**src/rtl/core/dnc_pkg.sv**
```systemverilog
// shared types and constants of the day number to calendar date converter
package dnc_pkg;

    localparam int FRAC_BITS  = 32;
    localparam int SEC_BITS   = FRAC_BITS + 6;
    localparam int MIN_BITS   = 11;
    localparam int NUM_STAGES = 15;

    localparam int unsigned DAY_OFFSET      = 134493;
    localparam int unsigned DAYS_400Y       = 146097;
    localparam int unsigned DAYS_100Y       = 36524;
    localparam int unsigned DAYS_4Y         = 1461;
    localparam int unsigned MINUTES_PER_DAY = 1440;
    localparam int unsigned BASE_YEAR       = 1600;
    localparam logic [31:0] ROUND_RESET     = 32'd4295;

    localparam logic [SEC_BITS:0] FULL_MINUTE = (SEC_BITS + 1)'(64'd60 << FRAC_BITS);

    typedef struct packed {
        logic signed [23:0]    day_whole;
        logic [FRAC_BITS-1:0]  day_part;
    } dnc_in_t;

    typedef struct packed {
        logic [14:0]          year_ad;
        logic [3:0]           month_num;
        logic [4:0]           day_of_month;
        logic [4:0]           hour_num;
        logic [5:0]           minute_num;
        logic [SEC_BITS-1:0]  second_fx;
    } dnc_out_t;

    typedef struct packed {
        logic [23:0]          day_num;
        logic [MIN_BITS-1:0]  minutes;
        logic [SEC_BITS-1:0]  second_fx;
    } dnc_front_t;

endpackage

```
**src/rtl/core/dnc_front.sv**
```systemverilog
// fraction split into minutes and seconds, round up and day offset (stages 1 to 3)
module dnc_front
    import dnc_pkg::*;
(
    input  logic        aclk,
    input  logic        adv,
    input  dnc_in_t     in_data,
    input  logic [31:0] round_window,
    output dnc_front_t  front
);

    logic [FRAC_BITS+MIN_BITS-1:0] total_reg;
    logic signed [24:0]            day1_reg;
    logic [SEC_BITS-1:0]           sec2_reg;
    logic [MIN_BITS-1:0]           min2_reg;
    logic signed [24:0]            day2_reg;
    dnc_front_t                    front_reg;

    logic [SEC_BITS:0]   sec_sum;
    logic                round_up;
    logic                last_minute;
    logic signed [24:0]  day_sum;
    dnc_front_t          front_next;

    always_comb begin
        sec_sum     = {1'b0, sec2_reg} + (SEC_BITS + 1)'(round_window);
        round_up    = sec_sum > FULL_MINUTE;
        last_minute = min2_reg == MIN_BITS'(MINUTES_PER_DAY - 1);
        day_sum     = day2_reg + 25'(round_up && last_minute);
        if (round_up) begin
            front_next.minutes   = last_minute ? '0 : min2_reg + MIN_BITS'(1);
            front_next.second_fx = '0;
        end else begin
            front_next.minutes   = min2_reg;
            front_next.second_fx = sec2_reg;
        end
        front_next.day_num = day_sum[24] ? 24'd0 : day_sum[23:0];
    end

    always_ff @(posedge aclk) begin
        if (adv) begin
            total_reg <= (FRAC_BITS + MIN_BITS)'(in_data.day_part)
                         * (FRAC_BITS + MIN_BITS)'(MINUTES_PER_DAY);
            day1_reg  <= {in_data.day_whole[23], in_data.day_whole} + 25'(DAY_OFFSET);
            sec2_reg  <= SEC_BITS'(total_reg[FRAC_BITS-1:0]) * SEC_BITS'(60);
            min2_reg  <= total_reg[FRAC_BITS+MIN_BITS-1:FRAC_BITS];
            day2_reg  <= day1_reg;
            front_reg <= front_next;
        end
    end

    assign front = front_reg;

endmodule

```
**src/rtl/core/dnc_clock.sv**
```systemverilog
// hour and minute split and time alignment (stages 4 to 15)
module dnc_clock
    import dnc_pkg::*;
(
    input  logic                 aclk,
    input  logic                 adv,
    input  logic [MIN_BITS-1:0]  minutes,
    input  logic [SEC_BITS-1:0]  second_in,
    output logic [4:0]           hour_num,
    output logic [5:0]           minute_num,
    output logic [SEC_BITS-1:0]  second_fx
);

    localparam int DELAY = NUM_STAGES - 4;

    typedef struct packed {
        logic [4:0]          hour;
        logic [5:0]          minute;
        logic [SEC_BITS-1:0] sec;
    } clk_t;

    logic [21:0]          hour_prod;
    logic [4:0]           hour4_reg;
    logic [MIN_BITS-1:0]  min4_reg;
    logic [SEC_BITS-1:0]  sec4_reg;
    logic [MIN_BITS-1:0]  minute_full;
    clk_t                 pipe_reg [DELAY];

    assign hour_prod   = 22'(minutes) * 22'd1093;
    assign minute_full = min4_reg - MIN_BITS'(hour4_reg) * MIN_BITS'(60);

    always_ff @(posedge aclk) begin
        if (adv) begin
            hour4_reg          <= hour_prod[20:16];
            min4_reg           <= minutes;
            sec4_reg           <= second_in;
            pipe_reg[0].hour   <= hour4_reg;
            pipe_reg[0].minute <= minute_full[5:0];
            pipe_reg[0].sec    <= sec4_reg;
            for (int i = 1; i < DELAY; i++) begin
                pipe_reg[i] <= pipe_reg[i-1];
            end
        end
    end

    assign hour_num   = pipe_reg[DELAY-1].hour;
    assign minute_num = pipe_reg[DELAY-1].minute;
    assign second_fx  = pipe_reg[DELAY-1].sec;

endmodule

```
**src/rtl/core/dnc_date.sv**
```systemverilog
// gregorian date from days since 1600-03-01 (stages 4 to 15)
module dnc_date
    import dnc_pkg::*;
(
    input  logic        aclk,
    input  logic        adv,
    input  logic [23:0] day_num,
    output logic [14:0] year_ad,
    output logic [3:0]  month_num,
    output logic [4:0]  day_of_month
);

    localparam logic [12:0] RECIP_400Y  = 13'd7349;
    localparam logic [9:0]  RECIP_4Y    = 10'd717;
    localparam logic [15:0] RECIP_MONTH = 16'd34283;
    localparam int unsigned MONTH_NUM   = 30585;

    logic [10:0] start_tab [64];

    for (genvar g = 0; g < 64; g++) begin : g_start
        localparam int unsigned START = (MONTH_NUM * g) / 1000;
        assign start_tab[g] = 11'(START);
    end

    // stage 4
    logic [36:0] q400_prod;
    logic [5:0]  q4_reg;
    logic [23:0] d4_reg;
    // stage 5
    logic [23:0] r5_full;
    logic [5:0]  q5_reg;
    logic [18:0] r5_reg;
    // stage 6
    logic [5:0]  n400_reg;
    logic [17:0] r400_reg;
    // stage 7
    logic [1:0]  n100;
    logic [17:0] sub100;
    logic [17:0] r100_full;
    logic [15:0] r100_reg;
    logic [14:0] yb7_reg;
    // stage 8
    logic [25:0] q4y_prod;
    logic [4:0]  q8_reg;
    logic [15:0] r8_reg;
    logic [14:0] yb8_reg;
    // stage 9
    logic [15:0] t9_full;
    logic [4:0]  q9_reg;
    logic [11:0] t9_reg;
    logic [14:0] yb9_reg;
    // stage 10
    logic [10:0] r4_reg;
    logic [14:0] yb10_reg;
    // stage 11
    logic [1:0]  n1;
    logic [10:0] r4a_reg;
    logic [14:0] yb11_reg;
    // stage 12
    logic [26:0] m_prod;
    logic [5:0]  m12_reg;
    logic [10:0] r12_reg;
    logic [14:0] yb12_reg;
    // stage 13
    logic [20:0] tm_full;
    logic [15:0] tm_reg;
    logic [5:0]  m13_reg;
    logic [10:0] r13_reg;
    logic [14:0] yb13_reg;
    // stage 14
    logic [5:0]  m14_reg;
    logic [10:0] r14_reg;
    logic [14:0] yb14_reg;
    // stage 15
    logic [2:0]  yinc;
    logic [6:0]  month_full;
    logic [10:0] dom_full;
    logic [14:0] year_reg;
    logic [3:0]  month_reg;
    logic [4:0]  dom_reg;

    always_comb begin
        q400_prod = 37'(day_num) * 37'(RECIP_400Y);
        r5_full   = d4_reg - 24'(q4_reg) * 24'(DAYS_400Y);
        n100      = 2'(r400_reg >= 18'd36525) + 2'(r400_reg >= 18'd73049)
                    + 2'(r400_reg >= 18'd109573);
        case (n100)
            2'd0:    sub100 = 18'd0;
            2'd1:    sub100 = 18'(DAYS_100Y);
            2'd2:    sub100 = 18'(2 * DAYS_100Y);
            default: sub100 = 18'(3 * DAYS_100Y);
        endcase
        r100_full = r400_reg - sub100 - 18'd1;
        q4y_prod  = 26'(r100_reg) * 26'(RECIP_4Y);
        t9_full   = r8_reg - 16'(q8_reg) * 16'(DAYS_4Y);
        n1        = 2'(r4_reg >= 11'd366) + 2'(r4_reg >= 11'd731)
                    + 2'(r4_reg >= 11'd1096);
        m_prod    = 27'(r4a_reg) * 27'(RECIP_MONTH);
        tm_full   = 21'(r12_reg) * 21'd1000 - 21'(m12_reg) * 21'(MONTH_NUM);
        yinc      = 3'(m14_reg >= 6'd11) + 3'(m14_reg >= 6'd23)
                    + 3'(m14_reg >= 6'd35) + 3'(m14_reg >= 6'd47);
        month_full = 7'(m14_reg) + 7'd2 - 7'(yinc) * 7'd12;
        dom_full   = r14_reg - start_tab[m14_reg];
    end

    always_ff @(posedge aclk) begin
        if (adv) begin
            q4_reg   <= q400_prod[35:30];
            d4_reg   <= day_num;

            q5_reg   <= q4_reg;
            r5_reg   <= r5_full[18:0];

            if (r5_reg >= 19'(DAYS_400Y)) begin
                n400_reg <= q5_reg + 6'd1;
                r400_reg <= 18'(r5_reg - 19'(DAYS_400Y)) + 18'd1;
            end else begin
                n400_reg <= q5_reg;
                r400_reg <= r5_reg[17:0] + 18'd1;
            end

            r100_reg <= r100_full[15:0];
            yb7_reg  <= 15'(BASE_YEAR) + 15'(n400_reg) * 15'd400 + 15'(n100) * 15'd100;

            q8_reg   <= q4y_prod[24:20];
            r8_reg   <= r100_reg;
            yb8_reg  <= yb7_reg;

            q9_reg   <= q8_reg;
            t9_reg   <= t9_full[11:0];
            yb9_reg  <= yb8_reg;

            if (t9_reg >= 12'(DAYS_4Y)) begin
                r4_reg   <= 11'(t9_reg - 12'(DAYS_4Y)) + 11'd1;
                yb10_reg <= yb9_reg + 15'(q9_reg + 5'd1) * 15'd4;
            end else begin
                r4_reg   <= t9_reg[10:0] + 11'd1;
                yb10_reg <= yb9_reg + 15'(q9_reg) * 15'd4;
            end

            r4a_reg  <= r4_reg + 11'd30 + 11'(n1) * 11'd2;
            yb11_reg <= yb10_reg;

            m12_reg  <= m_prod[25:20];
            r12_reg  <= r4a_reg;
            yb12_reg <= yb11_reg;

            tm_reg   <= tm_full[15:0];
            m13_reg  <= m12_reg;
            r13_reg  <= r12_reg;
            yb13_reg <= yb12_reg;

            m14_reg  <= m13_reg + 6'(tm_reg >= 16'(MONTH_NUM));
            r14_reg  <= r13_reg;
            yb14_reg <= yb13_reg;

            year_reg  <= yb14_reg + 15'(yinc);
            month_reg <= month_full[3:0];
            dom_reg   <= dom_full[4:0];
        end
    end

    assign year_ad      = year_reg;
    assign month_num    = month_reg;
    assign day_of_month = dom_reg;

endmodule

```
**src/rtl/core/dnc_skid.sv**
```systemverilog
// output register with one-entry skid stage
module dnc_skid
    import dnc_pkg::*;
(
    input  logic     aclk,
    input  logic     aresetn,
    input  logic     in_valid,
    input  dnc_out_t in_data,
    output logic     adv,
    output logic     m_valid,
    input  logic     m_ready,
    output dnc_out_t m_data
);

    logic     out_valid_reg;
    dnc_out_t out_data_reg;
    logic     skid_valid_reg;
    dnc_out_t skid_data_reg;
    logic     incoming;

    assign adv      = !skid_valid_reg;
    assign incoming = adv && in_valid;

    always_ff @(posedge aclk) begin
        if (!aresetn) begin
            out_valid_reg  <= 1'b0;
            skid_valid_reg <= 1'b0;
        end else if (!out_valid_reg || m_ready) begin
            if (skid_valid_reg) begin
                out_valid_reg  <= 1'b1;
                skid_valid_reg <= incoming;
            end else begin
                out_valid_reg  <= incoming;
            end
        end else if (incoming) begin
            skid_valid_reg <= 1'b1;
        end
    end

    always_ff @(posedge aclk) begin
        if (!out_valid_reg || m_ready) begin
            if (skid_valid_reg) begin
                out_data_reg  <= skid_data_reg;
                skid_data_reg <= in_data;
            end else begin
                out_data_reg  <= in_data;
            end
        end else if (incoming) begin
            skid_data_reg <= in_data;
        end
    end

    assign m_valid = out_valid_reg;
    assign m_data  = out_data_reg;

endmodule

```
**src/rtl/core/day_number_to_calendar_date.sv**
```systemverilog
// top level of the day number to calendar date converter
//
//   channel   direction  handshake          payload
//   s_        in         s_valid/s_ready    dnc_in_t  (day_whole, day_part)
//   m_        out        m_valid/m_ready    dnc_out_t (date and time of day)
//   cfg_      in         cfg_wr_en          round_window, no read-back
//
// one request per cycle while s_ready is high; each result passes through
// 15 pipeline stages plus the output register
// reset clears stage valids, output and skid state, round_window back to 4295
// when the output stalls one more result lands in the skid entry, then the
// whole pipeline holds and s_ready drops until the output is taken
module day_number_to_calendar_date
    import dnc_pkg::*;
(
    input  logic        aclk,
    input  logic        aresetn,
    input  logic        s_valid,
    output logic        s_ready,
    input  dnc_in_t     s_data,
    output logic        m_valid,
    input  logic        m_ready,
    output dnc_out_t    m_data,
    input  logic        cfg_wr_en,
    input  logic [31:0] cfg_wr_data
);

    logic [31:0]           round_window_reg;
    logic [NUM_STAGES-1:0] vld_reg;
    logic                  adv;
    dnc_front_t            front;
    dnc_out_t              result;

    always_ff @(posedge aclk) begin
        if (!aresetn) begin
            round_window_reg <= ROUND_RESET;
        end else if (cfg_wr_en) begin
            round_window_reg <= cfg_wr_data;
        end
    end

    always_ff @(posedge aclk) begin
        if (!aresetn) begin
            vld_reg <= '0;
        end else if (adv) begin
            vld_reg <= {vld_reg[NUM_STAGES-2:0], s_valid};
        end
    end

    assign s_ready = adv;

    dnc_front u_front (
        .aclk         (aclk),
        .adv          (adv),
        .in_data      (s_data),
        .round_window (round_window_reg),
        .front        (front)
    );

    dnc_date u_date (
        .aclk         (aclk),
        .adv          (adv),
        .day_num      (front.day_num),
        .year_ad      (result.year_ad),
        .month_num    (result.month_num),
        .day_of_month (result.day_of_month)
    );

    dnc_clock u_clock (
        .aclk       (aclk),
        .adv        (adv),
        .minutes    (front.minutes),
        .second_in  (front.second_fx),
        .hour_num   (result.hour_num),
        .minute_num (result.minute_num),
        .second_fx  (result.second_fx)
    );

    dnc_skid u_skid (
        .aclk     (aclk),
        .aresetn  (aresetn),
        .in_valid (vld_reg[NUM_STAGES-1]),
        .in_data  (result),
        .adv      (adv),
        .m_valid  (m_valid),
        .m_ready  (m_ready),
        .m_data   (m_data)
    );

endmodule
```
**config.mk**
```make
export PLATFORM = sky130hd
export DESIGN_NAME = day_number_to_calendar_date
export DESIGN_NICKNAME = d
export VERILOG_FILES = /design/src/rtl/core/dnc_pkg.sv /design/src/rtl/core/dnc_front.sv /design/src/rtl/core/dnc_clock.sv /design/src/rtl/core/dnc_date.sv /design/src/rtl/core/dnc_skid.sv /design/src/rtl/core/day_number_to_calendar_date.sv
export SDC_FILE = /design/constraint.sdc
export NUM_CORES = 2
export LEC_CHECK = 0
export BUFFER_PORTS_ARGS = -buffer_cell sky130_fd_sc_hd__buf_2
export CAP_MARGIN = 0
export CORE_ASPECT_RATIO = 0.8
export CORE_MARGIN = 2
export CORE_UTILIZATION = 30
export CTS_BUF_LIST = sky130_fd_sc_hd__clkbuf_8
export CTS_CLUSTER_DIAMETER = 100
export DETAILED_ROUTE_END_ITERATION = 7
export PLACE_DENSITY = 0.52
export REMOVE_ABC_BUFFERS = 1
export SYNTH_ARGS = -nofsm -noshare
export SYNTH_HDL_FRONTEND = slang
export SYNTH_SLANG_ARGS = --single-unit
```
**constraint.sdc**
```tcl
create_clock -name aclk -period 57.8 [get_ports aclk]
set_input_delay 2.89 -clock aclk [delete_from_list [all_inputs] [get_ports aclk]]
set_output_delay 2.89 -clock aclk [all_outputs]
set_load 0.05 [all_outputs]
```
* Word-level counts from Yosys, hierarchy flattened *
Memory sizes are Yosys's and may differ from the RTL's.
Cells that the tools add are included.

word-level totals
  register bits after elaboration = 778
  memory bits (writable) = 539
  ROM bits = 704
  input bits = 93
  word-level logic and storage cells = 156
  memories = 2

memory list
  name              depth  bits a word  rd ports  clocked after Yosys merged registers in  wr ports  RTL line         source
  (name not given)  64     11           1         0                                        0         dnc_date.sv:103  dom_full = r14_reg - start_tab[m14_reg];
  u_clock.pipe_reg  11     49           11        0                                        11        dnc_clock.sv:27  clk_t pipe_reg [DELAY];

operators by class
  $add $sub $neg = 36
  multiply operators = 14
  magnitude comparators = 15
  equal/unequal tests = 4
  muxes and demuxes = 18
  bitwise logic cells = 1
  reductions and logical operators = 8

operators with widths
  kind                                                                                   number
  73-bit two-way mux                                                                     4
  49-bit two-way mux                                                                     1
  16-bit one-hot mux with 3 select lines                                                 1
  38-bit by 32-bit adder with 39-bit output                                              1
  39-bit by 38-bit > comparator with 1-bit output, second input constant                 1
  32-bit by 6-bit multiplier with 38-bit output, second input constant                   1
  18-bit by 1-bit adder with 18-bit output, second input constant                        2
  18-bit by 17-bit greater-or-equal comparator with 1-bit output, second input constant  2
  24-bit by 13-bit multiplier with 36-bit output, second input constant                  1
  11-bit by 1-bit adder with 11-bit output, second input constant                        3
  16-bit subtractor                                                                      2
  27-bit by 4-bit multiplier with 31-bit output, second input constant                   1
  11-bit by 16-bit multiplier with 26-bit output, second input constant                  1
  24-bit by 19-bit adder with 25-bit output, second input constant                       1
  25-bit by 1-bit adder with 25-bit output                                               1
  16-bit by 10-bit multiplier with 25-bit output, second input constant                  1
  11-bit two-way mux                                                                     2
  11-bit by 11-bit multiplier with 21-bit output, second input constant                  1
  19-bit by 18-bit greater-or-equal comparator with 1-bit output, second input constant  1
  6-bit by 18-bit multiplier with 19-bit output, second input constant                   1
  19-bit subtractor                                                                      1
  18-bit by 16-bit greater-or-equal comparator with 1-bit output, second input constant  1
  18-bit two-way mux                                                                     1
  18-bit subtractor, second input constant                                               1
  51 further kinds                                                                       63

* Logic depth before layout (Yosys ltp) *
  depth after elaboration = 7
  depth in mapped cells = 25
  gate-level depth less buffers = 24

* Modules after synthesis *
Synthesis repeated with hierarchy kept, for this count alone.

second synthesis, totals
  cells, all modules = 5282
  area, all modules = 72958.7 µm²

modules (own cells, without submodules)
  module                       instances  cells each  area each (µm²)  seq. area each (µm²)
  dnc_date                     1          2793        31436.4          9849.4
  dnc_clock                    1          743         19070.8          17656.9
  dnc_front                    1          1356        15119.5          5885.6
  dnc_skid                     1          238         5515.3           4424.2
  day_number_to_calendar_date  1          152         1816.7           940.9

* Worst setup path before layout *
Ideal clock, no wire load.

  path kind = register -> output
  from = register u_skid.skid_valid_reg
  to = output port s_ready
  arrival time = 20883 ps
  path slack = 34027 ps
  stages on the path, launching flop included = 5
  path buffers = 3
  cell sequence = dfxtp_1 clkbuf_1 buf_1 clkbuf_1 inv_1

between the ends
  cells in the longest elaborated chain, start to end = 1

RTL lines
  item                    RTL line                           source
  start, declared         dnc_skid.sv:17                     logic skid_valid_reg;
  start signal, assigned  dnc_skid.sv:31                     skid_valid_reg <= incoming;
  1-bit zero test         dnc_skid.sv:21                     assign adv = !skid_valid_reg;
  end, declared           day_number_to_calendar_date.sv:19  output logic s_ready,

No other way between the ends.

* Worst setup path in the final report *
  from = register u_front.sec2_reg[7]
  to = register u_front.front_reg, in the netlist u_front.front[62], data pin

between the ends
  cells in the longest elaborated chain, start to end = 4

RTL lines
  item                                             RTL line         source
  start, declared                                  dnc_front.sv:14  logic [SEC_BITS-1:0] sec2_reg;
  start signal, assigned                           dnc_front.sv:45  sec2_reg <= SEC_BITS'(total_reg[FRAC_BITS-1:0]) * SEC_BITS'(60);
  38-bit by 32-bit adder with 39-bit output        dnc_front.sv:26  sec_sum = {1'b0, sec2_reg} + (SEC_BITS + 1)'(round_window);
  39-bit by 38-bit > comparator with 1-bit output  dnc_front.sv:27  round_up = sec_sum > FULL_MINUTE;
  1-bit logical AND                                dnc_front.sv:29  day_sum = day2_reg + 25'(round_up && last_minute);
  25-bit by 1-bit adder with 25-bit output         dnc_front.sv:29
  end signal, assigned                             dnc_front.sv:48  front_reg <= front_next;
  end, declared                                    dnc_front.sv:17  dnc_front_t front_reg;

No other way between the ends.
A chain may end at the register's enable or synchronous reset.

==> flow_results.xml <==
<?xml version="1.0" encoding="UTF-8"?>
<metrics>
  <group name="sta">
    <metric name="final_setup_fails" unit="">0</metric>
    <metric name="slew-limit-headroom" unit="%">27.43</metric>
    <metric name="final_period_minus_worst_setup_slack" unit="ns">7.083</metric>
    <metric name="hold_viol_final" unit="">0</metric>
    <metric name="max_slew.worst_pin.slew" unit="ns">1.089</metric>
    <metric name="rsz_0062_raised_after_global_routing" unit="">false</metric>
    <metric name="finalSetupTns" unit="ns">0</metric>
    <metric name="fin_skew" unit="ns">0.07807</metric>
    <metric name="clock.fmax" unit="MHz">141.2</metric>
    <metric name="hold-worst-slack" unit="ns">0.3457</metric>
    <metric name="report.final.slew_viol_count" unit="">0</metric>
    <metric name="post_route_fraction_of_the_period_consumed_by_the_critical_path" unit="%">12.25</metric>
  </group>
  <group name="flow_run">
    <metric name="drv_cap" unit="">0</metric>
  </group>
  <group name="synth">
    <metric name="post_synthesis_share_of_cell_area_spent_on_xor_and_xnor_gates" unit="%">3.868</metric>
    <metric name="share_of_async_settable_or_async_resettable_flops_after_synthesis" unit="%">0</metric>
    <metric name="synthTopCellsByArea" unit="">sky130_fd_sc_hd__edfxtp_1 51%, sky130_fd_sc_hd__ha_1 13%, sky130_fd_sc_hd__fa_1 13%</metric>
    <metric name="synth_top_flop_cell" unit="">sky130_fd_sc_hd__edfxtp_1</metric>
    <metric name="yosys_register_bits" unit="">1209</metric>
    <metric name="mux_cell_area_share_after_synthesis" unit="%">1.927</metric>
    <metric name="yosysWarningCount" unit="">0</metric>
    <metric name="yosys.area_share.simple" unit="%">5.186</metric>
    <metric name="syn_inst" unit="">5086</metric>
    <metric name="synth_top_family_by_area" unit="">adder cells</metric>
    <metric name="synthDistinctLibCells" unit="">78</metric>
    <metric name="synth_edf_count" unit="">1160</metric>
    <metric name="synth_area_leader_cell" unit="">sky130_fd_sc_hd__edfxtp_1</metric>
    <metric name="post-synth-top-area-fraction" unit="%">50.60</metric>
    <metric name="synth_area_per_cell" unit="um2">13.53</metric>
    <metric name="synth.cell_area" unit="mm2">0.06884</metric>
    <metric name="ys_seq_area_share" unit="%">52.03</metric>
    <metric name="synth_adder_area_share" unit="%">25.99</metric>
    <metric name="synth-compound-area-share" unit="%">5.782</metric>
  </group>
  <group name="routing">
    <metric name="num_vias" unit="">36570</metric>
    <metric name="routed_wirelength" unit="um">119300</metric>
    <metric name="avgRoutedWirePerCell" unit="um">13.91</metric>
    <metric name="first_iter_violations" unit="">1871</metric>
    <metric name="routed_via_density" unit="">4.261</metric>
    <metric name="drt.antenna.violating_nets" unit="">0</metric>
    <metric name="drt_drc_violations_left" unit="">0</metric>
    <metric name="detailedRoute.firstPassIterationCount" unit="">6</metric>
  </group>
  <group name="placement">
    <metric name="buffer_ports.inserted" unit="">160</metric>
    <metric name="post-place-cells" unit="">8224</metric>
    <metric name="detailed_place_hpwl" unit="um">86000</metric>
    <metric name="gp_congestion" unit="">0.8330</metric>
  </group>
  <group name="cells_and_area">
    <metric name="final.fill_count" unit="">22350</metric>
    <metric name="final-instance-count-excl-fill" unit="">8582</metric>
    <metric name="final_core_utilization" unit="%">33.81</metric>
    <metric name="number_of_nets_in_the_finished_design" unit="">6662</metric>
    <metric name="most_frequent_standard_cell_in_the_layout_excluding_fill_and_tap_cells" unit="">sky130_fd_sc_hd__edfxtp_1</metric>
    <metric name="syn_to_final_growth" unit="%">12.20</metric>
    <metric name="commonest_non_fill_non_tap_cells_in_the_layout" unit="">1160 x sky130_fd_sc_hd__edfxtp_1, 921 x sky130_fd_sc_hd__inv_1, 726 x sky130_fd_sc_hd__ha_1</metric>
    <metric name="layout-drive-gt1-share" unit="%">9.536</metric>
    <metric name="largest_register_ff_count" unit="">462</metric>
  </group>
  <group name="critical_path">
    <metric name="crit_type" unit="">flop to flop</metric>
    <metric name="cp_cell_sequence" unit="">ha_1 -&gt; fa_1 -&gt; or4_1 -&gt; a2111oi_0 -&gt; nand4_1 -&gt; or4_1 -&gt; or4_1 -&gt; nor4_1 -&gt; nand4b_1 -&gt; or3_1 -&gt; o31ai_4 -&gt; buf_4 -&gt; and2_1 -&gt; nor2b_1 -&gt; ha_1 -&gt; ha_1 -&gt; and3_1 -&gt; nand2_1 -&gt; nor2_1 -&gt; and4_1 -&gt; nand3_1 -&gt; xnor2_1 -&gt; buf_4 -&gt; nor2_1</metric>
    <metric name="critPathBufInv" unit="">2</metric>
    <metric name="startpoint_type" unit="">flop</metric>
    <metric name="cpLargestDelayFamily" unit="">simple AND/OR/NAND/NOR gates</metric>
    <metric name="cp_slowest_cell" unit="">sky130_fd_sc_hd__a2111oi_0</metric>
    <metric name="timing.critical_path.slowest_cell_delay" unit="ns">0.56</metric>
    <metric name="reg2reg_from" unit="">u_front.sec2_reg[7]</metric>
    <metric name="critical_path_arrival" unit="ns">7.70</metric>
    <metric name="critPathLaunch" unit="">u_front.sec2_reg[7]</metric>
    <metric name="worstPathMaxFanout" unit="">43</metric>
    <metric name="worst_ep_required_time" unit="ns">58.42</metric>
    <metric name="critical_path.endpoint_type" unit="">flop</metric>
  </group>
  <group name="floorplanning">
    <metric name="io_pins" unit="">168</metric>
    <metric name="height_of_the_chip" unit="um">432.4</metric>
    <metric name="initial_core_utilization" unit="%">30.13</metric>
    <metric name="fp.dieW" unit="um">539.6</metric>
    <metric name="placement_rows" unit="">157</metric>
    <metric name="fp.dieArea" unit="mm2">0.2333</metric>
    <metric name="core_area" unit="mm2">0.2285</metric>
  </group>
  <group name="clocking">
    <metric name="cts_setup_buffers" unit="">0</metric>
    <metric name="ctsHtreeMaxLevel" unit="">4</metric>
    <metric name="cts.hold.buffers_added" unit="">0</metric>
    <metric name="post_cts.resized_instances" unit="">0</metric>
    <metric name="clock-sinks" unit="">1209</metric>
    <metric name="clk_path_buf_depth" unit="">4</metric>
    <metric name="clk_pin_slew_worst_paths" unit="ns">0.07</metric>
    <metric name="clock_latency" unit="ns">0.86</metric>
    <metric name="clock_buffers_created_by_tritoncts" unit="">198</metric>
    <metric name="clock-root-buffer" unit="">sky130_fd_sc_hd__clkbuf_8</metric>
    <metric name="cts_tree" unit="">done</metric>
  </group>
  <group name="global_routing">
    <metric name="grt_pass1_vias" unit="">37880</metric>
    <metric name="grt_use_total" unit="%">10.30</metric>
    <metric name="grt_first_pass_wirelength" unit="um">197600</metric>
    <metric name="grt_antenna_before_repair" unit="">1</metric>
    <metric name="grt_max_degree" unit="">186</metric>
    <metric name="globalRouteOverflowTotal" unit="">0</metric>
  </group>
  <group name="hold_path">
    <metric name="min_path_type" unit="">flop to flop</metric>
    <metric name="hold_sp" unit="">u_clock.pipe_reg[4][21]</metric>
  </group>
  <group name="status">
    <metric name="result_of_the_run" unit="">finished, final reports clean</metric>
  </group>
</metrics>
## cells in the mapped netlist, drive strengths merged, types with 12 or more instances
master and instances:
edfxtp 1160, inv 882, ha 726, fa 440, xnor2 216, nor2 190
a21oi 173, o21ai 143, nand2 127, xor2 88, and3 74, nor2b 73
nand3 71, mux2 68, nor3 58, a21o 56, mux2i 56, o21a 52
dfxtp 49, clkbuf 44, nand2b 32, o21bai 26, a211oi 23, nand4 23
buf 21, a31oi 18, a21boi 14, or3 13, a211o 12, o211ai 12
## final timing paths
check | end | slack [ns] | cells past startpoint
worst min register to register | u_clock.pipe_reg[5][21] | 0.35 | 0
worst max register to register | u_front.front[62] | 50.72 | 24
worst max-delay path | u_front.front[62] | 50.72 | 24
worst min-delay path | u_clock.pipe_reg[5][21] | 0.35 | 0
## through the flow
step                      cell area [um2]  setup slack (ns)
final                               77230             50.72
after global routing                77230             50.24
after CTS                           77230             50.76
after detailed placement            73340             50.13
after floorplan                     68590             32.91
after global placement              73340             50.22
## metal layers
metal	part of all wire (%)	track usage (%)
met1	50	14.57
met4	2.4	3.013
met3	3.7	1.901
met2	44	16.02
met5	0	0
## logic make-up (layout without fill, tap and decap cells)
kind of cell             Yosys count  count (layout)
buffers and inverters            948            1414
flip-flops                      1209            1209
AND/OR/NAND/NOR                  715             715
adder cells (fa/ha/maj)         1166            1166
AO/OA/AOI/OAI                    619             619
multiplexers                     124             124
XOR/XNOR                         304             304
other                              1              10
## layout make-up
type                       count  area [um2]  share of cell area [%]
multi-input combinational   2935       29470                   38.16
antenna                        3       7.507                0.009720
inverter                     883        3323                   4.303
tap                         3021        3780                   4.894
timing repair buffer         176       945.9                   1.225
sequential                  1209       35820                   46.38
clock inverter               153        1110                   1.437
clock buffer                 202        2780                   3.600
Power is not shown: default switching activity piles up to over one toggle a cycle in this logic, so the estimate is an artifact.
